`src/dcc_pkg.sv`:
```
package dcc_pkg;

   localparam int unsigned DCC_CHANNEL_W = 8;
   localparam int unsigned DCC_COUNT_W   = 25;
   localparam int unsigned DCC_LANE_BITS = 3;
   localparam int unsigned DCC_BYTE_W    = 8;

   localparam logic DCC_OP_INSERT = 1'b0;
   localparam logic DCC_OP_PROBE  = 1'b1;

   typedef struct packed {
      logic                     op;
      logic [DCC_CHANNEL_W-1:0] red;
      logic [DCC_CHANNEL_W-1:0] green;
      logic [DCC_CHANNEL_W-1:0] blue;
   } dcc_req_type;

   typedef struct packed {
      logic                   was_seen;
      logic [DCC_COUNT_W-1:0] distinct_count;
   } dcc_rsp_type;

   typedef enum logic {
      DCC_ST_CLEAR,
      DCC_ST_RUN
   } dcc_state_type;

endpackage

```
`src/dcc_clear_seq.sv`:
```
module dcc_clear_seq #(
   parameter int unsigned ADDR_W = 21
) (
   input  logic              clock,
   input  logic              reset,
   output logic              clear_active,
   output logic [ADDR_W-1:0] clear_addr
);
   import dcc_pkg::*;

   dcc_state_type     state_ff;
   dcc_state_type     state_in;
   logic [ADDR_W-1:0] addr_ff;
   logic [ADDR_W-1:0] addr_in;

   always_ff @(posedge clock) begin
      if (reset) begin
         state_ff <= DCC_ST_CLEAR;
         addr_ff  <= '0;
      end else begin
         state_ff <= state_in;
         addr_ff  <= addr_in;
      end
   end

   always_comb begin
      state_in     = state_ff;
      addr_in      = addr_ff;
      clear_active = 1'b0;
      case (state_ff)
         DCC_ST_CLEAR: begin
            clear_active = 1'b1;
            addr_in      = addr_ff + ADDR_W'(1);
            if (addr_ff == {ADDR_W{1'b1}}) begin
               state_in = DCC_ST_RUN;
            end
         end
         DCC_ST_RUN: begin
            clear_active = 1'b0;
         end
         default: begin
            state_in = DCC_ST_CLEAR;
            addr_in  = '0;
         end
      endcase
   end

   assign clear_addr = addr_ff;

endmodule

```
`config.mk`:
```
export PLATFORM = sky130hd
export DESIGN_NAME = dcc_clear_seq
export DESIGN_NICKNAME = d
export VERILOG_FILES = /design/src/dcc_pkg.sv /design/src/dcc_clear_seq.sv
export SDC_FILE = /design/constraint.sdc
export NUM_CORES = 1
export LEC_CHECK = 0
export BUFFER_PORTS_ARGS = -buffer_cell sky130_fd_sc_hd__buf_2
export CAP_MARGIN = 40
export CORE_ASPECT_RATIO = 1.4
export CORE_MARGIN = 5
export CORE_UTILIZATION = 51
export CTS_CLUSTER_SIZE = 30
export DETAILED_ROUTE_END_ITERATION = 8
export GPL_TIMING_DRIVEN = 0
export PLACE_DENSITY = 0.76
export SYNTH_ARGS = -nofsm -noshare
export SYNTH_HDL_FRONTEND = slang
export SYNTH_SLANG_ARGS = --single-unit
```
`constraint.sdc`:
```
create_clock -name clock -period 2.06 [get_ports clock]
set_clock_uncertainty 0.1 [all_clocks]
set_input_delay 0.309 -clock clock [delete_from_list [all_inputs] [get_ports clock]]
set_output_delay 0.309 -clock clock [all_outputs]
set_load 0.02 [all_outputs]
```
==> After elaboration in Yosys (flattened, before gate mapping) <==
Cells that the tools add are included.
{ "totals": {"register_bits": 22, "output_inout_bits": 22} }
{ "classes": {"addsub": 1, "n_eq_ne": 1, "n_mux": 3, "bitwise_logic": 1} }
{ "ops": {"columns": ["cell", "n"], "rows": [
  ["adder 21 x 1 -> 21 bit (second input constant)", 1],
  ["equality test 21 bit (second input constant)", 1],
  ["2-to-1 mux 1 bit", 2],
  ["case mux 1 bit (2 select lines)", 1],
  ["NOT 1 bit", 1]
]} }

==> Logic depth before layout (Yosys ltp) <==
{ "depth": {"depth_word": 3, "ltp_mapped": 6} }

==> Least setup slack after synthesis <==
No wires, ideal clock.
{ "synth_timing": {"kind": "flip-flop to flip-flop", "startpoint": "reg addr_ff[0], in the netlist clear_addr[0]", "endpoint": "reg addr_ff[20], in the netlist clear_addr[20]", "setup_ps": 121, "arrival_time_ps": 1735, "required_time_ps": 1839, "path_slack_ps": 105, "path_stages_with_launch": 7, "n_path_buf": 1, "cell_sequence": "dfxtp_1 ha_1 and3b_1 clkbuf_1 nand4_1 nor3_1 mux2_2"} }
{ "synth_via": {"elab_chain_cells": 1} }
{ "synth_lines": {"columns": ["element", "line", "source"], "rows": [
  ["from (decl)", "dcc_clear_seq.sv:13", "logic [ADDR_W-1:0] addr_ff;"],
  ["from (signal assigned)", "dcc_clear_seq.sv:22", "addr_ff <= addr_in;"],
  ["adder 21 x 1 -> 21 bit", "dcc_clear_seq.sv:33", "addr_in = addr_ff + ADDR_W'(1);"]
]} }
Every way passes these cells.
A chain may end at the register's enable or synchronous reset.

==> Worst setup path in the final report <==
Same ends and word-level chain as after synthesis.

==> results summary <==
Of the cells placed in the final design, the portion with a size suffix greater than 1 is 24.3%. VDD sags by at most about 400 uV. The die area came out at about 0.0030 sq mm. The CTS tree is built.

Internal power comes to 550 uW. The number of nets in the synthesized netlist is ~120. The global-route wire length before repair came out at 3710 um. The floorplan step set the die height to 62.6 um. The count of H-tree levels built during CTS came out at 1.

The half-perimeter wire length after detailed placement is 1570 um. A synthesized cell averages 8.86 sq um. Of the available clock period, the critical path in the final layout requires 90.5%. Combinational logic burns 4.6% of the power.

Relative to the synthesized area, the layout overhead comes to 17.3%. After detailed routing, the number of remaining DRC violations is 0. The static leakage power came out at 0.000511 uW. In the post-synthesis netlist, the cell with the most instances is dfxtp_1.

The worst setup path is captured at a register. Setup repair after global routing left no endpoint under its margin. The number of max-slew violations in the final report came out at 0. In the final design database the tool counted around 140 nets. Counting the buffers created by CTS gives 3. The upper clock frequency limit is about 0.54 GHz. Synthesis produced 114 cells.

The amount of wire on met3 after detailed routing came out at 114 um. For this design the ratio of total power to cell area is about 600 mW/mm^2. In this run, synthesis produced a sequential element count of 22. The count of flip-flops with a built-in enable after synthesis is 0. The via total after detailed routing came out at 903. The clock tree root driver cell is clkbuf_4. For this run the aggregate overflow at the end of global routing stands at 0. Global routing used 16.4% of the available tracks across all layers. The maximum clock path buffer count came out at 2. In this run the top signal layer used is met4. The fraction of power consumed by sequential logic is 61.0%.

The post-detailed-routing wire length is roughly 2100 um. For the worst setup path, the data required time is approximately 2200 ps. The number of warnings reported in the yosys synthesis log is 0. CTS saw 22 sinks. The number of antenna violations at the first check in global routing is 0. The average detailed-routed wire length per instance came out at 13.1 um. After clock tree synthesis, the clock-pin slew on the worst setup and hold paths is 120 ps. Input and output buffers added on the ports amount to 23. The number of endpoints with negative hold slack in the final report came to 0. The critical-path maximum fanout is 7. The run finished with clean final reports.

The clock latency of the later-clocked register in the worst-skew pair is 310 ps. The number of setup buffers added after CTS is 0. The worst setup margin came out at 196 ps.

The clock period could shrink to 1860 ps. The worst setup path is of the register to register kind. The count of cell types in the netlist is 27. In this run the remaining antenna-violating nets after routing total 0.

The number of max-cap violations came out at 0. Measured against its own limit, the worst slew margin works out to between 70% and 80%. STA classifies the critical path startpoint as a register. The total net switching power came out at 165 uW.

The via count of the first global-routing pass came out at 870. For this run, the detailed router's first-pass iteration total came to 4. OpenSTA, run right after detailed placement, puts the worst setup slack at -46.0 ps.

Setup violations remaining at the end of the flow were counted as 0. The routed length on met2 is approximately 1100 um. The die width came out at 47.6 um. The maximum number of pins on one net before global-route repair is 13. The slew at the pin closest to its max-slew limit came out at 446 ps. The floorplan has 19 rows. The biggest area contributor in the post-synthesis netlist is dfxtp_1. The data arrival at the endpoint of the critical path is 1980 ps. The sequential element share of the synthesized area came out at a little over two fifths.

The share of flip-flops with an asynchronous set or reset came out at 0%. In the post-synthesis netlist, the biggest area contributors are dfxtp_1 44%, xor2_1 8.7%, nor2_1 5.2%. The dominant register cell in the synthesized netlist is dfxtp_1. After synthesis, the most frequently instantiated cells are 22 x dfxtp_1, 14 x nor2_1, 10 x xor2_1. The placeable core region is 0.00193 sq mm.

The number of design-rule violations left by the first detailed-router iteration is 25. The type of the tightest min-delay check is input port to register. The global placer's final weighted congestion came out at 0.762.

Dividing the detail-routed via count by the number of cells gives ~5.6. For this configuration, the core starts out at a cell density of 52.4%. The antenna diode count came out at 0. For this run, the share of the core covered by cells in the final layout is 61.5%. The portion of total power attributed to the clock network came out at about 34%. The routed length on met1 came out at 834 um.

The number of placed I/O pins is 24. In this run the biggest area consumer among cell types represents 43.6% of the synthesized area. The synthesized netlist occupies a cell area of 0.00101 sq mm. The switching share of total power came out at roughly 23%.
==> placed cells by master, fill, tap and decap left out, drive strengths merged <==
cell and n:
and3 1, and3b 1, xor2 10, nor2 14, clkbuf 6, and4b 1
dfxtp 22, mux2i 1, and4 3, nor3 1, inv 1, xnor2 2
mux2 1, and2 2, o21ai 7, ha 1, nand4 8, a21oi 8
nand2 6, nor2b 2, or4 1, nand3 8, buf 26, or3 7
==> worst paths after layout <==
kind	startpoint	endpoint	slack, ps	cells after the start
max reg2reg	clear_addr[0]	clear_addr[20]	200	5
max	clear_addr[0]	clear_addr[20]	200	5
min reg2reg	clear_addr[11]	clear_addr[11]	410	2
min	reset	clear_addr[11]	100	2
==> flip-flops by register name, indices dropped and copies added, names as in the netlist <==
register / count
state_ff: 1
clear_addr: 21
==> kinds of logic after synthesis <==
logic type      after synthesis  share of synthesized area (%)
simple gates                 55                           31.6
flops                        22                           43.6
compound gates               15                           7.43
xor+xnor                     12                           10.4
buf+inv                       7                           3.59
mux                           2                           2.11
fa+ha+maj                     1                           1.24
==> per-stage QoR <==
step | area, sq um | cells | hold WS, ps | power (uW) | setup TNS [ps]
floorplan | 1010 | 114 | 278 | 467 | 0
detailed placement | 1150 | 158 | 393 | 480 | -46.0
CTS | 1180 | 161 | 98.1 | 719 | 0
global route | 1180 | 161 | 95.6 | 745 | 0
global placement | 1150 | 158 | 379 | 478 | 0
finish | 1180 | 161 | 100 | 715 | 0
==> final cells by class <==
cell class              instances  area [sq um]
plain buffers                   5          28.8
flip-flops and latches         22           440
multi-input cells              85           534
fillers                       181           741
inverters                       1          3.75
repair buffers                 23           115
clock buffers                   4          36.3
well taps                      21          26.3
==> power groups by stage <==
| stage | clock network [uW] | registers (uW) | logic, uW |
|---|---|---|---|
| floorplan | 0 | 452 | 15.7 |
| global placement | 0 | 445 | 32.7 |
| detailed placement | 0 | 446 | 33.5 |
| CTS | 249 | 437 | 33.5 |
| global route | 270 | 438 | 37.0 |
| finish | 246 | 436 | 33.0 |
==> what timing repair did <==
| item | 4_1_cts | 5_1_grt |
|---|---|---|
| hold buffers | 0 | 0 |
| gates resized for setup | 0 | 1 |
| endpoints found under the setup margin | 1 | 1 |
==> critical path, stage by stage (launching register included) <==
cell and delay, ps:
dfxtp_1 400, ha_1 230, and3b_2 300, nand4_1 150, nor3_1 230, mux2_2 360
==> routing by layer <==
layer / vias to the layer above / global-route usage (%)
met2: 20 / 28.2
li1: 456 / -
met5: - / 0
met4: 0 / 6.40
met3: 4 / 2.59
met1: 423 / 18.9
(Power assumes the default switching activity.)
